### config.mk
export PLATFORM = sky130hd
export DESIGN_NAME = fcull_ctrl
export DESIGN_NICKNAME = d
export VERILOG_FILES = /design/src/rtl/fcull_pkg.sv /design/src/rtl/fcull_ctrl.sv
export SDC_FILE = /design/constraint.sdc
export NUM_CORES = 1
export LEC_CHECK = 0
export BUFFER_PORTS_ARGS = -buffer_cell sky130_fd_sc_hd__buf_2
export CORE_UTILIZATION = 45
export DETAILED_ROUTE_END_ITERATION = 16
export HOLD_SLACK_MARGIN = 0.12
export PLACE_DENSITY = 0.81
export SLEW_MARGIN = 25
export SYNTH_ARGS = -nofsm -noshare
export SYNTH_HDL_FRONTEND = slang
export SYNTH_SLANG_ARGS = --single-unit
### constraint.sdc
create_clock -name aclk -period 2.2 [get_ports aclk]
set_input_delay 0.33 -clock aclk [delete_from_list [all_inputs] [get_ports aclk]]
set_output_delay 0.33 -clock aclk [all_outputs]
set_load 0.02 [all_outputs]
### src/rtl/fcull_pkg.sv
// Shared types and constants for the frustum cull test unit.
// Used by fcull_ctrl, fcull_dp and frustum_cull_test_unit; no dependencies.
`timescale 1ns / 1ps
package fcull_pkg;

    localparam int COORD_BITS_DEF = 32;
    localparam int FRAC_BITS_DEF  = 16;
    localparam int PLANE_COUNT    = 6;
    localparam int CORNER_COUNT   = 8;
    localparam int AXES           = 3;

    // stream layout
    localparam int KIND_W    = 3;
    localparam int S_TDATA_W = 232;
    localparam int M_TDATA_W = 8;
    localparam int FIELD_W   = 32;
    localparam int SLOT_LSB  = 0;
    localparam int AX_LSB    = 3;
    localparam int BX_LSB    = 99;
    localparam int RAD_LSB   = 195;
    localparam int RAD_W     = 31;

    localparam logic [KIND_W-1:0] KIND_LOAD_NORMAL  = 3'd0;
    localparam logic [KIND_W-1:0] KIND_LOAD_CORNER  = 3'd1;
    localparam logic [KIND_W-1:0] KIND_LOAD_EYE     = 3'd2;
    localparam logic [KIND_W-1:0] KIND_SPHERE_QUERY = 3'd3;
    localparam logic [KIND_W-1:0] KIND_BOX_QUERY    = 3'd4;

    // plane and corner slots
    localparam logic [2:0] PL_FAR    = 3'd1;
    localparam logic [2:0] PL_LEFT   = 3'd2;
    localparam logic [2:0] PL_RIGHT  = 3'd3;
    localparam logic [2:0] PL_TOP    = 3'd4;
    localparam logic [2:0] PL_BOTTOM = 3'd5;
    localparam logic [2:0] CN_FTL    = 3'd1;
    localparam logic [2:0] CN_FBR    = 3'd3;

    // step groups of a query
    localparam logic [2:0] SPHERE_LAST_GROUP = 3'd5;
    localparam logic [2:0] BOX_AXIS_GROUP    = 3'd6;
    localparam logic [2:0] SPHERE_EYE_LAST   = 3'd3;
    localparam logic [2:0] SPHERE_PLANE_LAST = 3'd2;
    localparam logic [2:0] BOX_PLANE_LAST    = 3'd5;
    localparam logic [2:0] BOX_HI_FIRST      = 3'd3;

    typedef enum logic [2:0] {
        ST_IDLE,
        ST_MUL,
        ST_WAIT,
        ST_EVAL,
        ST_DONE
    } state_t;

    typedef enum logic [2:0] {
        OP_NONE,
        OP_EYE_SQ,
        OP_RAD_SQ,
        OP_SPH_PLANE,
        OP_BOX_LO,
        OP_BOX_HI
    } op_t;

    typedef enum logic [2:0] {
        EV_NONE,
        EV_EYE,
        EV_SPH_PLANE,
        EV_BOX_PLANE,
        EV_AXIS
    } ev_t;

    typedef struct packed {
        logic       load;
        logic       emit;
        op_t        op;
        logic [1:0] axis;
        logic [2:0] plane;
        logic [2:0] corner;
        logic [2:0] dest;
        ev_t        ev;
    } cmd_t;

    typedef struct packed {
        logic [KIND_W-1:0] kind;
    } stat_t;

endpackage

### src/rtl/fcull_ctrl.sv
// Sequencer for the frustum cull test unit: handshakes and step commands.
// Depends on fcull_pkg; drives fcull_dp through cmd_t.
`timescale 1ns / 1ps
module fcull_ctrl
    import fcull_pkg::*;
(
    input  logic  aclk,
    input  logic  aresetn,
    input  logic  s_tvalid,
    output logic  s_tready,
    output logic  m_tvalid,
    input  logic  m_tready,
    input  stat_t stat,
    output cmd_t  cmd
);

    state_t     state_reg, state_next;
    logic       is_box_reg, is_box_next;
    logic [2:0] group_reg, group_next;
    logic [2:0] cnt_reg, cnt_next;
    logic       m_tvalid_reg, m_tvalid_next;
    logic [2:0] cnt_last;
    logic       is_query;

    assign is_query = (stat.kind == KIND_SPHERE_QUERY) || (stat.kind == KIND_BOX_QUERY);

    always_comb begin
        if (is_box_reg) begin
            cnt_last = BOX_PLANE_LAST;
        end else if (group_reg == 3'd0) begin
            cnt_last = SPHERE_EYE_LAST;
        end else begin
            cnt_last = SPHERE_PLANE_LAST;
        end
    end

    // next state
    always_comb begin
        state_next  = state_reg;
        is_box_next = is_box_reg;
        group_next  = group_reg;
        cnt_next    = cnt_reg;
        unique case (state_reg)
            ST_IDLE: begin
                if (s_tvalid && is_query) begin
                    state_next  = ST_MUL;
                    is_box_next = (stat.kind == KIND_BOX_QUERY);
                    group_next  = 3'd0;
                    cnt_next    = 3'd0;
                end
            end
            ST_MUL: begin
                if (cnt_reg == cnt_last) begin
                    state_next = ST_WAIT;
                end else begin
                    cnt_next = cnt_reg + 3'd1;
                end
            end
            ST_WAIT: begin
                state_next = ST_EVAL;
            end
            ST_EVAL: begin
                if ((is_box_reg && group_reg == BOX_AXIS_GROUP) ||
                    (!is_box_reg && group_reg == SPHERE_LAST_GROUP)) begin
                    state_next = ST_DONE;
                end else begin
                    group_next = group_reg + 3'd1;
                    cnt_next   = 3'd0;
                    // axis group needs no products
                    if (is_box_reg && group_next == BOX_AXIS_GROUP) begin
                        state_next = ST_EVAL;
                    end else begin
                        state_next = ST_MUL;
                    end
                end
            end
            ST_DONE: begin
                if (!m_tvalid_reg || m_tready) begin
                    state_next = ST_IDLE;
                end
            end
            default: state_next = ST_IDLE;
        endcase
    end

    // outputs
    always_comb begin
        cmd      = '0;
        s_tready = 1'b0;
        unique case (state_reg)
            ST_IDLE: begin
                // take nothing while reset is held
                s_tready = aresetn;
                cmd.load = s_tvalid && aresetn;
            end
            ST_MUL: begin
                cmd.dest = cnt_reg;
                if (is_box_reg) begin
                    cmd.plane  = group_reg;
                    cmd.corner = group_reg;
                    if (cnt_reg < BOX_HI_FIRST) begin
                        cmd.op   = OP_BOX_LO;
                        cmd.axis = cnt_reg[1:0];
                    end else begin
                        cmd.op   = OP_BOX_HI;
                        cmd.axis = 2'(cnt_reg - BOX_HI_FIRST);
                    end
                end else if (group_reg == 3'd0) begin
                    cmd.axis = cnt_reg[1:0];
                    cmd.op   = (cnt_reg == SPHERE_EYE_LAST) ? OP_RAD_SQ : OP_EYE_SQ;
                end else begin
                    cmd.op     = OP_SPH_PLANE;
                    cmd.axis   = cnt_reg[1:0];
                    cmd.plane  = group_reg;
                    cmd.corner = (group_reg == PL_RIGHT || group_reg == PL_BOTTOM) ?
                                 CN_FBR : CN_FTL;
                end
            end
            ST_WAIT: begin
            end
            ST_EVAL: begin
                if (is_box_reg) begin
                    cmd.ev = (group_reg == BOX_AXIS_GROUP) ? EV_AXIS : EV_BOX_PLANE;
                end else begin
                    cmd.ev = (group_reg == 3'd0) ? EV_EYE : EV_SPH_PLANE;
                end
            end
            ST_DONE: begin
                cmd.emit = !m_tvalid_reg || m_tready;
            end
            default: begin
            end
        endcase
    end

    always_comb begin
        if (cmd.emit) begin
            m_tvalid_next = 1'b1;
        end else if (m_tready) begin
            m_tvalid_next = 1'b0;
        end else begin
            m_tvalid_next = m_tvalid_reg;
        end
    end

    assign m_tvalid = m_tvalid_reg;

    always_ff @(posedge aclk) begin
        if (!aresetn) begin
            state_reg    <= ST_IDLE;
            is_box_reg   <= 1'b0;
            group_reg    <= 3'd0;
            cnt_reg      <= 3'd0;
            m_tvalid_reg <= 1'b0;
        end else begin
            state_reg    <= state_next;
            is_box_reg   <= is_box_next;
            group_reg    <= group_next;
            cnt_reg      <= cnt_next;
            m_tvalid_reg <= m_tvalid_next;
        end
    end

endmodule

== After elaboration in Yosys (flattened, before gate mapping) ==
Cells that the tools add are included.
Operators by class
  add/sub/neg operators: 3
  $lt $le $gt $ge: 1
  eq/ne operators: 17
  mux-type cells: 30
  reduce and logical (&&, ||, !) cells: 20
Operators with widths (number)
  $mux W3: 13
  $eq A3 B2 Y1 const B: 5
  $eq A3 B3 Y1 const B: 5
  $pmux W3 S5: 1
  $mux W14: 1
  $mux W11: 1
  $ne A2 B2 Y1 const B: 5
  $pmux W3 S3: 1
  $mux W2: 4
  $add A3 B1 Y3 const B: 2
  $logic_not A3 Y1: 2
  $mux W1: 6
  $mux W6: 1
  $pmux W3 S2: 1
  $reduce_and A3 Y1: 2
  $logic_and A1 B1 Y1: 5
  $logic_or A1 B1 Y1: 4
  $mux W4: 1
  $reduce_and A4 Y1: 1
  $reduce_bool A2 Y1: 2
  $eq A3 B1 Y1 const B: 1
  $eq A3 B3 Y1: 1
  $lt A3 B2 Y1 const B: 1
  $reduce_bool A3 Y1: 1
  other kinds (3): 4
Storage, ports and cells
  bits in registers: 11
  bits of input ports: 7
  output and inout bits: 21
  logic and storage cells: 76

== Logic depth before layout (Yosys ltp) ==
Gate-level depths: netlist of the first run.
  depth after elaboration: 6
  depth in mapped cells: 7
  mapped depth without buffers: 7

== Least setup slack after synthesis of the first run ==
OpenSTA, ideal clock, no wires.
  kind: register to output
  start: register state_reg[2]
  end: output cmd[7] in the netlist's numbering
  data arrival time: 1.622 ns
  data required time: 1.870 ns
  slack: 0.248 ns
  stages on the path, launching flop included: 5
  buffers on the path: 2
  path through: dfxtp_1 clkbuf_1 or3_1 clkbuf_1 a211oi_1
RTL lines
  start: declaration: line fcull_ctrl.sv:17  | state_t state_reg, state_next;
  start signal: assignment: line fcull_ctrl.sv:156  | state_reg <= state_next;
  end: declaration: line fcull_ctrl.sv:14  | output cmd_t cmd

== Worst setup path in the final report of the first run ==
  start: register group_reg[0]
  end: register cnt_reg[2]
Between the ends
  word-level cells in the longest chain between the ends: 6
  elaborated cells between the ends (all ways): 12
  those cells by class: eq/ne: 5; mux: 2; reduce/logical: 5
Ends and longest elaborated chain
  start: declaration: line fcull_ctrl.sv:19  | logic [2:0] group_reg, group_next;
  start signal: assignment: line fcull_ctrl.sv:158  | group_reg <= group_next;
  $logic_not A3 Y1: line fcull_ctrl.sv:30  | end else if (group_reg == 3'd0) begin
  $mux W1: line fcull_ctrl.sv:30
  $mux W3: line fcull_ctrl.sv:28  | if (is_box_reg) begin
  $eq A3 B3 Y1: line fcull_ctrl.sv:53  | if (cnt_reg == cnt_last) begin
  $ne A2 B2 Y1 (no line)
  $reduce_and A4 Y1 (no line) *
  end signal: assignment: line fcull_ctrl.sv:159  | cnt_reg <= cnt_next;
  end: declaration: line fcull_ctrl.sv:20  | logic [2:0] cnt_reg, cnt_next;
Mark *: on every way between the ends. The rest lies on a longest branch, timed or not.
A chain may end at the register's enable or synchronous reset.

==> impl_summary.log, run 1 <==
[metrics] data arrival time at the worst-slack endpoint: 2210 ps
[metrics] cell type group with the largest total delay on the critical path: compound AO/OA/AOI/OAI gates
[metrics] flip-flop and latch count after synthesis: 11
[metrics] port bufs: 27
[metrics] count of filler cells inserted in the layout: 210
[metrics] Buf/Inv on CP: 1
[metrics] wire length of the first global-routing pass: 3.37 mm
[metrics] average cell area after synthesis: 7.63 sq um
[metrics] clock tree from TritonCTS: done
[metrics] number of nets in the synthesized netlist: 136
[metrics] required time worst endpoint: 2340 ps
[metrics] count of pins on the block boundary: 28
[metrics] Worst Setup End Kind: flip-flop
[metrics] element type at the critical path start: flip-flop
[metrics] standard cell area after detailed placement: 0.00108 sq mm
[metrics] crit-path max cell delay: 390 ps
[metrics] time the final worst path needs with I/O delays and setup: 2070 ps
[metrics] Placer Congestion: 0.902
[metrics] max-capacitance violation count: 0
[metrics] area taken by flip-flops and latches: 220 sq um
[metrics] final design instance area without fill: 0.00111 sq mm
[metrics] chip width: 47.7 microns
[metrics] setup repair after global routing missed its margin: no
[metrics] detail-routed net length per standard cell: 12.5 microns
[metrics] count of antenna-violating nets left after detailed routing: 0
[metrics] number of iterations in the first detailed-routing pass: 4
[metrics] achievable frequency: 483 MHz
[metrics] die area: 0.00227 sq mm
[metrics] Via density: 5.54
[metrics] pin count of the biggest net entering global routing: 17
[metrics] cell with the biggest individual delay on the critical path: dfxtp_1
[metrics] core footprint: 0.00196 sq mm
[metrics] area overhead of the layout relative to synthesis: 18.8%
[metrics] number of global-route vias before repair: 791
[metrics] Tightest Hold Check Type: in2reg
[metrics] total number of nets in the final design: 162
[metrics] number of buffers inserted to repair setup after CTS: 0
[metrics] antenna cell count: 0
[metrics] synthesized netlist cell count: 123
[metrics] largest buffer count on any clock path: 2
[metrics] Slew Viols, Final: 0
[metrics] Pwr per Cell Area: 356 mW/mm^2
[metrics] Crit Path Category: reg2reg
[metrics] Worst-Skew Late Latency: 260 ps
[metrics] fraction of final layout cells sized beyond drive strength 1: 26.4%
[metrics] cell type contributing the most total cell area after synthesis: dfxtp_1
[metrics] total area of multi-input combinational cells: 643 sq um
[metrics] sequential fraction of the synthesis area: 23.5%
[metrics] number of CTS-inserted buffers: 3
[metrics] placement row count: 16
[metrics] Tcrit/Tclk final: 94.0%
[metrics] total congestion overflow: 0
[metrics] Finish-stage setup viols: 0
[metrics] most used flip-flop cell after synthesis: dfxtp_1
[metrics] number of enable flip-flop cells after synthesis: 0
[metrics] Setup TNS: 0 ps
[metrics] effective utilization at floorplan: 47.8%
[metrics] number of levels the H-tree was split into: 1
[metrics] buffer type at the clock tree root: clkbuf_4
[metrics] largest clock skew in the final design: 2.29 ps
[metrics] initial drt markers: 22
[metrics] share of the synthesized area in the top cell type: 23.5%
[metrics] Cell Chain, Critical Path: inv_1 -> ha_1 -> mux2_4 -> and3_4 -> a2111oi_4 -> a2bb2oi_2 -> o22ai_1
[metrics] largest vdd supply drop: 0.401 mV
[metrics] vias post-DR: 970
[metrics] Detailed Route WL: 2.19 mm
[metrics] post-layout worst setup margin: 131 ps
[metrics] Place WS: 159 ps
[metrics] GR Util All Layers: 20.9%
[metrics] transition time at the pin with the least slew margin: 498 ps
[metrics] normalized max-slew margin: 66.5%
[metrics] total of warnings raised by yosys: 0
[metrics] Fin. Hold Viols: 0
[metrics] post-detailed-route DRC marker count: 0
[metrics] initial antenna violation count: 0
[metrics] result of the run: complete, no violations
[metrics] fin util: 56.8%
[metrics] fraction of registers with async set/reset: 0%
[metrics] Num Clock Sinks: 11
[metrics] count of distinct cell types in the synthesized netlist: 38
[metrics] worst hold slack: 399 ps
[metrics] die outline height: 47.7 microns
[metrics] maximum fanout along the worst path: 4
[metrics] Leak: 0.000475 uW
[metrics] clock transition time at the flip-flop clock pins of the worst setup and hold paths: 60 ps
[metrics] Cell Area, Synth: 938 sq um
[metrics] largest cells by area after synthesis: dfxtp_1, ha_1, nor2_1
[metrics] hpwl dp: 1.71 mm
power breakdown:
group	internal [uW]	switching (uW)
logic	24.6	33.9
registers	202	5.58
clock network	70.1	60.3
final cells by class:
| type | instances | area share [%] |
|---|---|---|
| multi-input cells | 94 | 57.7 |
| flip-flops and latches | 11 | 19.8 |
| repair buffers | 30 | 14.1 |
| inverters | 9 | 3.03 |
| well taps | 27 | 3.03 |
| clock buffers | 4 | 2.36 |
path summary, 6_finish.rpt:
| path | from | to | slack, ps | cells past startpoint |
|---|---|---|---|---|
| worst max-delay path | group_reg[0]$_SDFFE_PN0P_ | cnt_reg[2]$_SDFFE_PN0P_ | 130 | 7 |
| worst min-delay path | m_tready | m_tvalid$_SDFFE_PN0P_ | 400 | 3 |
| worst max register to register | group_reg[0]$_SDFFE_PN0P_ | cnt_reg[2]$_SDFFE_PN0P_ | 130 | 7 |
| worst min register to register | m_tvalid$_SDFFE_PN0P_ | m_tvalid$_SDFFE_PN0P_ | 550 | 2 |
worst reg2reg max path: stages, from the launching register on:
cell	delay [ps]
dfxtp_1	390
inv_1	120
ha_1	260
mux2_4	290
and3_4	200
a2111oi_4	370
a2bb2oi_2	220
o22ai_1	100
layout by cell type (no fill, tap or decap), types with 3 or more instances in the layout:
master    synthesis  routed
nand2_1           7       7
and3_1            3       3
dfxtp_1          11      11
nand2b_1          3       3
o22ai_1           4       4
mux2i_1           4       4
buf_4             1       3
a21oi_1           9       9
nor2_1           14      14
buf_2             1      27
and2_1            5       5
ha_1              6       6
nor3_1            7       7
o21ai_0           3       3
nor2b_1           5       5
inv_1             9       9
clkbuf_4          0       3
a211oi_1          4       4
synth_stat cells (2+ instances only):
cell / instances
nand2b_1: 3
or3_1: 2
a211oi_1: 4
a21oi_1: 9
inv_1: 9
dfxtp_1: 11
nand2_1: 7
ha_1: 6
nor2_1: 14
and2_1: 5
nor3_1: 7
nor2b_1: 5
clkbuf_1: 6
and3_1: 3
o21ai_0: 3
mux2i_1: 4
o22ai_1: 4
cells by family (layout without fill, tap and decap cells):
kind of cell / count (synthesis) / in the layout / share of synthesized area, %
adders and majority gates: 6 / 6 / 8.00
and+or+nand+nor: 53 / 53 / 30.1
DFF: 11 / 11 / 23.5
AOI/OAI and AO/OA: 29 / 29 / 23.1
muxes: 5 / 5 / 5.87
buffers and inverters: 18 / 43 / 8.53
xor gates and xnor gates: 1 / 1 / 0.934
timing repair:
action,CTS,global route
resized for setup,0,1
hold buffers,0,0
endpoints found under the hold margin,0,0
endpoints found under the setup margin,0,7
metal layers:
layer / vias to the layer above / share of wire [%] / GRT usage, %
met5: - / 0 / 0
met4: 0 / 2.5 / 3.33
met3: 8 / 5.0 / 6.04
met2: 40 / 49 / 36.4
met1: 442 / 43 / 26.1
li1: 480 / - / -
metrics by stage:
| step | instances | total power, uW |
|---|---|---|
| final | 175 | 396 |
| after global routing | 175 | 416 |
| after CTS | 175 | 399 |
| after detailed placement | 171 | 269 |
| after global placement | 171 | 267 |
| after floorplan | 123 | 253 |
(Power assumes the default switching activity.)
==> run 2, diff against run 1 <==
--- a/config.mk
+++ b/config.mk
@@ -6,10 +6,12 @@
 export NUM_CORES = 1
 export LEC_CHECK = 0
 export BUFFER_PORTS_ARGS = -buffer_cell sky130_fd_sc_hd__buf_2
-export CORE_UTILIZATION = 45
+export CELL_PAD_IN_SITES_DETAIL_PLACEMENT = 1
+export CELL_PAD_IN_SITES_GLOBAL_PLACEMENT = 2
+export CORE_UTILIZATION = 28
 export DETAILED_ROUTE_END_ITERATION = 16
 export HOLD_SLACK_MARGIN = 0.12
-export PLACE_DENSITY = 0.81
+export PLACE_DENSITY = 0.88
 export SLEW_MARGIN = 25
 export SYNTH_ARGS = -nofsm -noshare
 export SYNTH_HDL_FRONTEND = slang
==> run 2 against run 1 <==
Global-route usage decreased by 5.0 points. Clock power up 4%. Sequential power hardly changed. Sequential share of layout area is 0.063 points lower. Worst setup slack gained 80 ps. Largest power group unchanged. Die area rose by 58%. Power is 0.92% higher. Fmax up 4.0%. Highest routed layer unchanged. Clock-buffer cell count unchanged. Hold slack hardly changed. Routed wire length rose by 11%.
==> impl_summary.log, run 2 (synthesis results as in run 1) <==
[metrics] result of the run: complete, no violations
[metrics] most common cell after layout, fill and taps aside: buf_2
[metrics] largest vdd supply drop: 0.184 mV (-54%)
[metrics] depth of the worst register-to-register path: 7 (unchanged)
[metrics] count of pins on the block boundary: 28 (unchanged)
[metrics] setup repair after global routing missed its margin: no
[metrics] final cell count without fillers: 191 (+9.1%)
[metrics] placed cell count: 187 (+9.4%)
[metrics] placement row count: 20 (+4)
[metrics] top library cells by usage in the layout, fill and taps aside: buf_2, nor2_1, inv_1, a21oi_1, dfxtp_1
[metrics] Setup TNS: 0 ps (unchanged)
[metrics] initial antenna violation count: 0 (unchanged)
[metrics] detail-routed net length per standard cell: 12.7 microns (+1.8%)
[metrics] standard cell area after detailed placement: 0.00110 sq mm (+1.3%)
[metrics] Detailed Route WL: 2.44 mm (+11%)
[metrics] core footprint: 0.00313 sq mm (+59%)
[metrics] max-capacitance violation count: 0 (unchanged)
[metrics] die outline height: 59.9 microns (+26%)
[metrics] worst hold slack: 399 ps (-0.398 ps)
[metrics] Hold Path Depth: 2 (-1)
[metrics] switching component of the power: 103 uW (+3.4%)
[metrics] data arrival time at the worst-slack endpoint: 1660 ps (-550 ps)
[metrics] total number of nets in the final design: 161 (-0.62%)
[metrics] number of buffers inserted to repair setup after CTS: 0 (unchanged)
[metrics] Worst Setup End Kind: output pin
[metrics] overall power: 400 uW (+0.92%)
[metrics] buffer type at the clock tree root: clkbuf_4
[metrics] clock transition time at the flip-flop clock pins of the worst setup and hold paths: 70 ps (about the same)
[metrics] largest buffer count on any clock path: 2 (unchanged)
[metrics] Buf/Inv on CP: 2 (+1)
[metrics] vias post-DR: 947 (-2.4%)
[metrics] wire length of the first global-routing pass: 4.31 mm (+28%)
[metrics] net switching fraction of the power: 25.8% (+0.61 points)
[metrics] Worst-Skew Late Latency: 260 ps (about the same)
[metrics] cell with the biggest individual delay on the critical path: dfxtp_1
[metrics] largest clock skew in the final design: 1.16 ps (-1.13 ps)
[metrics] Tightest Hold Check Type: in2reg
[metrics] antenna cell count: 0 (unchanged)
[metrics] count of antenna-violating nets left after detailed routing: 0 (unchanged)
[metrics] initial drt markers: 22 (unchanged)
[metrics] final design instance area without fill: 0.00113 sq mm (+1.5%)
[metrics] Finish-stage setup viols: 0 (unchanged)
[metrics] chip width: 59.9 microns (+26%)
[metrics] time the final worst path needs with I/O delays and setup: 1990 ps (-79.8 ps)
[metrics] Comb pwr share: 14.3% (-0.5 points)
[metrics] Fin. Hold Viols: 0 (unchanged)
[metrics] die area: 0.00359 sq mm (+58%)
[metrics] Pwr per Cell Area: 354 mW/mm^2 (-0.53%)
[metrics] setup slack of the worst register-to-register path: 220 ps (+90 ps)
[metrics] post-detailed-route DRC marker count: 0 (unchanged)
[metrics] clock tree from TritonCTS: done
[metrics] Clock power frac: 33.7% (+0.8 points)
[metrics] normalized max-slew margin: 66.4% (-0.079 points)
[metrics] port bufs: 27 (unchanged)
[metrics] instance count on the critical path: 6 (-1)
[metrics] pin count of the biggest net entering global routing: 17 (unchanged)
[metrics] hpwl dp: 1.94 mm (+14%)
[metrics] Tcrit/Tclk final: 90.4% (-3.6 points)
[metrics] Via density: 4.96 (-11%)
[metrics] required time worst endpoint: 1870 ps (-470 ps)
[metrics] number of CTS-inserted buffers: 3 (unchanged)
[metrics] Slew Viols, Final: 0 (unchanged)
[metrics] number of iterations in the first detailed-routing pass: 4 (unchanged)
[metrics] sequential share of power: 52.0% (-0.4 points)
[metrics] area overhead of the layout relative to synthesis: 20.5%
[metrics] crit-path max cell delay: 380 ps (about the same)
[metrics] fraction of final layout cells sized beyond drive strength 1: 27.2% (+0.86 points)
[metrics] cell type group with the largest total delay on the critical path: flip-flops
[metrics] Placer Congestion: 0.782 (-13%)
[metrics] achievable frequency: 503 MHz (+4.0%)
[metrics] number of levels the H-tree was split into: 1 (unchanged)
[metrics] Cell Chain, Critical Path: inv_1 -> ha_1 -> nand2b_1 -> nor2_1 -> a211oi_1 -> buf_2
[metrics] element type at the critical path start: flip-flop
[metrics] internal power component: 297 uW (+0.10%)
[metrics] maximum fanout along the worst path: 5 (+1)
[metrics] transition time at the pin with the least slew margin: 499 ps (+1.17 ps)
[metrics] GR Util All Layers: 15.9% (-5.0 points)
[metrics] number of global-route vias before repair: 912 (+15%)
[metrics] Leak: 0.000471 uW (-0.95%)
[metrics] effective utilization at floorplan: 30.0% (-18 points)
[metrics] Num Clock Sinks: 11 (unchanged)
[metrics] total congestion overflow: 0 (unchanged)
[metrics] Crit Path Category: reg2out
run 2: power groups by stage:
stage                     clock [uW]  combinational [uW]  sequential (uW)
after floorplan                    0                44.3              209
after global placement             0                55.7              212
after detailed placement           0                57.1              212
after CTS                        141                58.3              208
after global routing             152                64.3              209
final                            135                57.4              208
run 2: per-layer routing:
metal  vias to the layer above  global-route usage, %  part of all wire (%)  routed length, microns
li1                        476                      -                     -                       -
met1                       438                   22.2                    51                    1240
met2                        29                   24.3                    43                    1060
met3                         4                   1.30                   4.1                     100
met4                         0                   7.97                   1.6                      38
met5                         -                      0                     0                       0
run 2: layout make-up:
type | count | area (sq um)
Multi-Input combinational cell | 94 | 643
Fill cell | 419 | 2000
Sequential cell | 11 | 223
Timing Repair Buffer | 29 | 150
Clock buffer | 4 | 26.3
Tap cell | 44 | 55.1
Inverter | 9 | 33.8
run 2: through the flow:
stage,setup WS (ps),util [%]
2_1_floorplan,248,-
3_3_place_gp,259,35.1
3_5_place_dp,160,35.1
4_1_cts,98.3,36.1
5_1_grt,25.3,36.2
6_report,211,36.2
run 2: final timing paths:
check	from	to
setup / recovery	group_reg[1]$_SDFFE_PN0P_	cmd[14]
hold / removal	aresetn	group_reg[0]$_SDFFE_PN0P_
setup reg to reg	group_reg[1]$_SDFFE_PN0P_	cnt_reg[1]$_SDFFE_PN0P_
hold reg to reg	group_reg[0]$_SDFFE_PN0P_	group_reg[0]$_SDFFE_PN0P_
run 2: what timing repair did:
item / 4_1_cts / 5_1_grt
resized for setup: 1 / 2
hold buffers: 0 / 0
endpoints found under the setup margin: 1 / 3
pin swaps: 0 / 0
run 2: worst reg2reg max path: stages (launching register included):
cell	delay [ps]
dfxtp_1	380
inv_1	110
ha_1	220
mux2_4	290
and3_4	190
a2111oi_4	360
a2bb2oi_2	220
o22ai_1	100
==> run 3, diff against run 2 <==
--- a/config.mk
+++ b/config.mk
@@ -8,6 +8,7 @@
 export BUFFER_PORTS_ARGS = -buffer_cell sky130_fd_sc_hd__buf_2
 export CELL_PAD_IN_SITES_DETAIL_PLACEMENT = 1
 export CELL_PAD_IN_SITES_GLOBAL_PLACEMENT = 2
+export CORE_ASPECT_RATIO = 1.75
 export CORE_UTILIZATION = 28
 export DETAILED_ROUTE_END_ITERATION = 16
 export HOLD_SLACK_MARGIN = 0.12
==> constraint.sdc (replaced) <==
create_clock -name aclk -period 2.2 [get_ports aclk]
set_input_delay 0 -clock aclk [delete_from_list [all_inputs] [get_ports aclk]]
set_output_delay 0 -clock aclk [all_outputs]
set_load 0.02 [all_outputs]
==> run 3 against run 2 <==
Power up 17%. Clock power is 48% higher. Sequential power about the same. Largest power group unchanged. Largest cell class unchanged. Global-route usage decreased by 0.58 points. Worst setup slack worse by 43 ps. Register-to-register slack got worse by 50 ps. Flip-flop and latch count unchanged.
==> impl_summary.log, run 3 (synthesis results as in run 1) <==
[metrics] result of the run: complete, no violations
[metrics] transition time at the pin with the least slew margin: 451 ps (-47.3 ps)
[metrics] maximum fanout along the worst path: 4 (-1)
[metrics] setup repair after global routing missed its margin: no
[metrics] number of levels the H-tree was split into: 1 (unchanged)
[metrics] normalized max-slew margin: 69.6% (+3.2 points)
[metrics] placed cell count: 186 (-0.53%)
[metrics] final cell count without fillers: 192 (+0.52%)
[metrics] Via density: 4.93 (-0.52%)
[metrics] placement row count: 27 (+35%)
[metrics] hpwl dp: 2.10 mm (+8.1%)
[metrics] reg2reg start: group_reg[0]$_SDFFE_PN0P_
[metrics] clock transition time at the flip-flop clock pins of the worst setup and hold paths: 50 ps (-20 ps)
[metrics] Tightest Hold Check Type: in2reg
[metrics] antenna cell count: 0 (unchanged)
[metrics] area overhead of the layout relative to synthesis: 23.7%
[metrics] largest buffer count on any clock path: 2 (unchanged)
[metrics] post-layout worst setup margin: 168 ps (-42.7 ps)
[metrics] detail-routed net length per standard cell: 13.2 microns (+3.5%)
[metrics] final design instance area without fill: 0.00116 sq mm (+2.7%)
[metrics] effective utilization at floorplan: 29.6% (-0.45 points)
[metrics] pin count of the biggest net entering global routing: 17 (unchanged)
[metrics] die outline height: 78.6 microns (+31%)
[metrics] GR Util All Layers: 15.3% (-0.58 points)
[metrics] fraction of final layout cells sized beyond drive strength 1: 24.8% (-2.4 points)
[metrics] overall power: 468 uW (+17%)
[metrics] critical path startpoint: group_reg[0]$_SDFFE_PN0P_
[metrics] most common cell after layout, fill and taps aside: buf_2
[metrics] buffer type at the clock tree root: clkbuf_8
[metrics] Placer Congestion: 0.831 (+6.3%)
[metrics] top library cells by usage in the layout, fill and taps aside: buf_2, nor2_1, dfxtp_1
[metrics] count of antenna-violating nets left after detailed routing: 0 (unchanged)
[metrics] post-detailed-route DRC marker count: 0 (unchanged)
[metrics] port bufs: 27 (unchanged)
[metrics] Detailed Route WL: 2.53 mm (+4.0%)
[metrics] clock tree from TritonCTS: done
[metrics] number of CTS-inserted buffers: 3 (unchanged)
[metrics] Fin. Hold Viols: 0 (unchanged)
[metrics] count of pins on the block boundary: 28 (unchanged)
[metrics] core footprint: 0.00318 sq mm (+1.5%)
[metrics] Setup TNS: 0 ps (unchanged)
[metrics] initial antenna violation count: 0 (unchanged)
[metrics] max-capacitance violation count: 0 (unchanged)
[metrics] Leak: 0.000485 uW (+2.9%)
[metrics] required time worst endpoint: 2310 ps (+440 ps)
[metrics] net switching fraction of the power: 24.0% (-1.8 points)
[metrics] largest vdd supply drop: 0.435 mV (+140%)
[metrics] Worst-Skew Late Latency: 230 ps (-30 ps)
[metrics] Tcrit/Tclk final: 92.4% (+1.9 points)
[metrics] achievable frequency: 492 MHz (-2.1%)
[metrics] data arrival time at the worst-slack endpoint: 2140 ps (+480 ps)
[metrics] die area: 0.00360 sq mm (+0.25%)
[metrics] Worst Setup End Kind: flip-flop
[metrics] total congestion overflow: 0 (unchanged)
[metrics] Slew Viols, Final: 0 (unchanged)
[metrics] largest clock skew in the final design: 1.83 ps (+0.669 ps)
[metrics] initial drt markers: 11 (-50%)
[metrics] vias post-DR: 947 (unchanged)
[metrics] internal power component: 356 uW (+20%)
[metrics] number of global-route vias before repair: 933 (+2.3%)
[metrics] Pwr per Cell Area: 403 mW/mm^2 (+14%)
[metrics] count of filler cells inserted in the layout: 425 (+1.4%)
[metrics] Comb pwr share: 12.8% (-1.5 points)
[metrics] time the final worst path needs with I/O delays and setup: 2030 ps (+42.7 ps)
[metrics] wire length of the first global-routing pass: 4.15 mm (-3.7%)
[metrics] switching component of the power: 112 uW (+9.0%)
[metrics] element type at the critical path start: flip-flop
[metrics] total area of multi-input combinational cells: 638 sq um (-0.78%)
[metrics] endpoint of the lowest-slack register-to-register path: cnt_reg[0]$_SDFFE_PN0P_
[metrics] sequential share of power: 44.4% (-7.6 points)
[metrics] standard cell area after detailed placement: 0.00110 sq mm (-0.11%)
[metrics] area taken by flip-flops and latches: 220 sq um (-1.1%)
[metrics] worst setup path endpoint: cnt_reg[0]$_SDFFE_PN0P_
[metrics] Num Clock Sinks: 11 (unchanged)
[metrics] Place WS: 165 ps (+5.11 ps)
[metrics] chip width: 45.8 microns (-24%)
[metrics] Crit Path Category: reg2reg
[metrics] number of iterations in the first detailed-routing pass: 2 (-2)
[metrics] total number of nets in the final design: 163 (+1.2%)
[metrics] depth of the worst register-to-register path: 7 (unchanged)
[metrics] Finish-stage setup viols: 0 (unchanged)
[metrics] setup slack of the worst register-to-register path: 170 ps (-50 ps)
[metrics] Clock power frac: 42.8% (+9.1 points)
==> run 3: changes by cell type in the layout (fill, tap and decap cells not counted) <==
cell           change
dfxtp_1            +2
dfxtp_2            -2
clkbuf_8           +3
or3_4              -1
or3_1              +1
clkbuf_4           -3
dlygate4sd3_1      +2
==> run 3: critical path: stages (launching register included) <==
cell and delay [ps]:
dfxtp_1 390, inv_1 120, ha_1 250, mux2_4 280
and3_4 190, a2111oi_4 360, a2bb2oi_2 220, mux2i_1 100
==> run 3: how the worst min path moves through the flow <==
stage,start,endpoint,slack (ps),depth (start not counted)
floorplan,s_tvalid,cmd[18],180,1
global placement,s_tvalid,cmd[18],350,3
detailed placement,s_tvalid,cmd[18],350,3
CTS,stat[0],is_box_reg$_SDFFE_PN0P_,160,4
global route,stat[0],is_box_reg$_SDFFE_PN0P_,220,4
finish,stat[0],is_box_reg$_SDFFE_PN0P_,150,4
==> run 3: routing by layer <==
metal,up-vias,part of all wire [%],GRT usage (%)
li1,484,-,-
met2,14,58,30.6
met4,0,0.75,3.53
met5,-,0,0
met1,447,39,14.8
met3,2,2.2,2.76
==> run 3: timing repair <==
action                                  4_1_cts  5_1_grt
buffers inserted                              0        0
gates resized for setup                       0        0
endpoints found under the hold margin         5        0
hold buffers                                  2        0
endpoints found under the setup margin        0        0
==> run 3: final cells by class <==
| cell class | count | area share [%] |
|---|---|---|
| inverter | 9 | 2.91 |
| sequential | 11 | 19.0 |
| multi-input combinational | 94 | 55.0 |
| clock buffer | 4 | 3.88 |
| tap | 43 | 4.63 |
| timing repair buffer | 31 | 14.7 |
==> run 3: per-stage QoR <==
stage,utilization [%],hold WS [ps]
2_1_floorplan,-,183
3_3_place_gp,34.5,349
3_5_place_dp,34.5,354
4_1_cts,36.6,158
5_1_grt,36.6,216
6_report,36.6,154
==> run 3: power by group through the flow <==
stage / Combinational, uW / Clock, uW / Sequential [uW]
2_1_floorplan: 44.3 / 0 / 209
3_3_place_gp: 56.6 / 0 / 212
3_5_place_dp: 57.3 / 0 / 212
4_1_cts: 60.4 / 205 / 208
5_1_grt: 66.2 / 216 / 208
6_report: 59.8 / 200 / 208
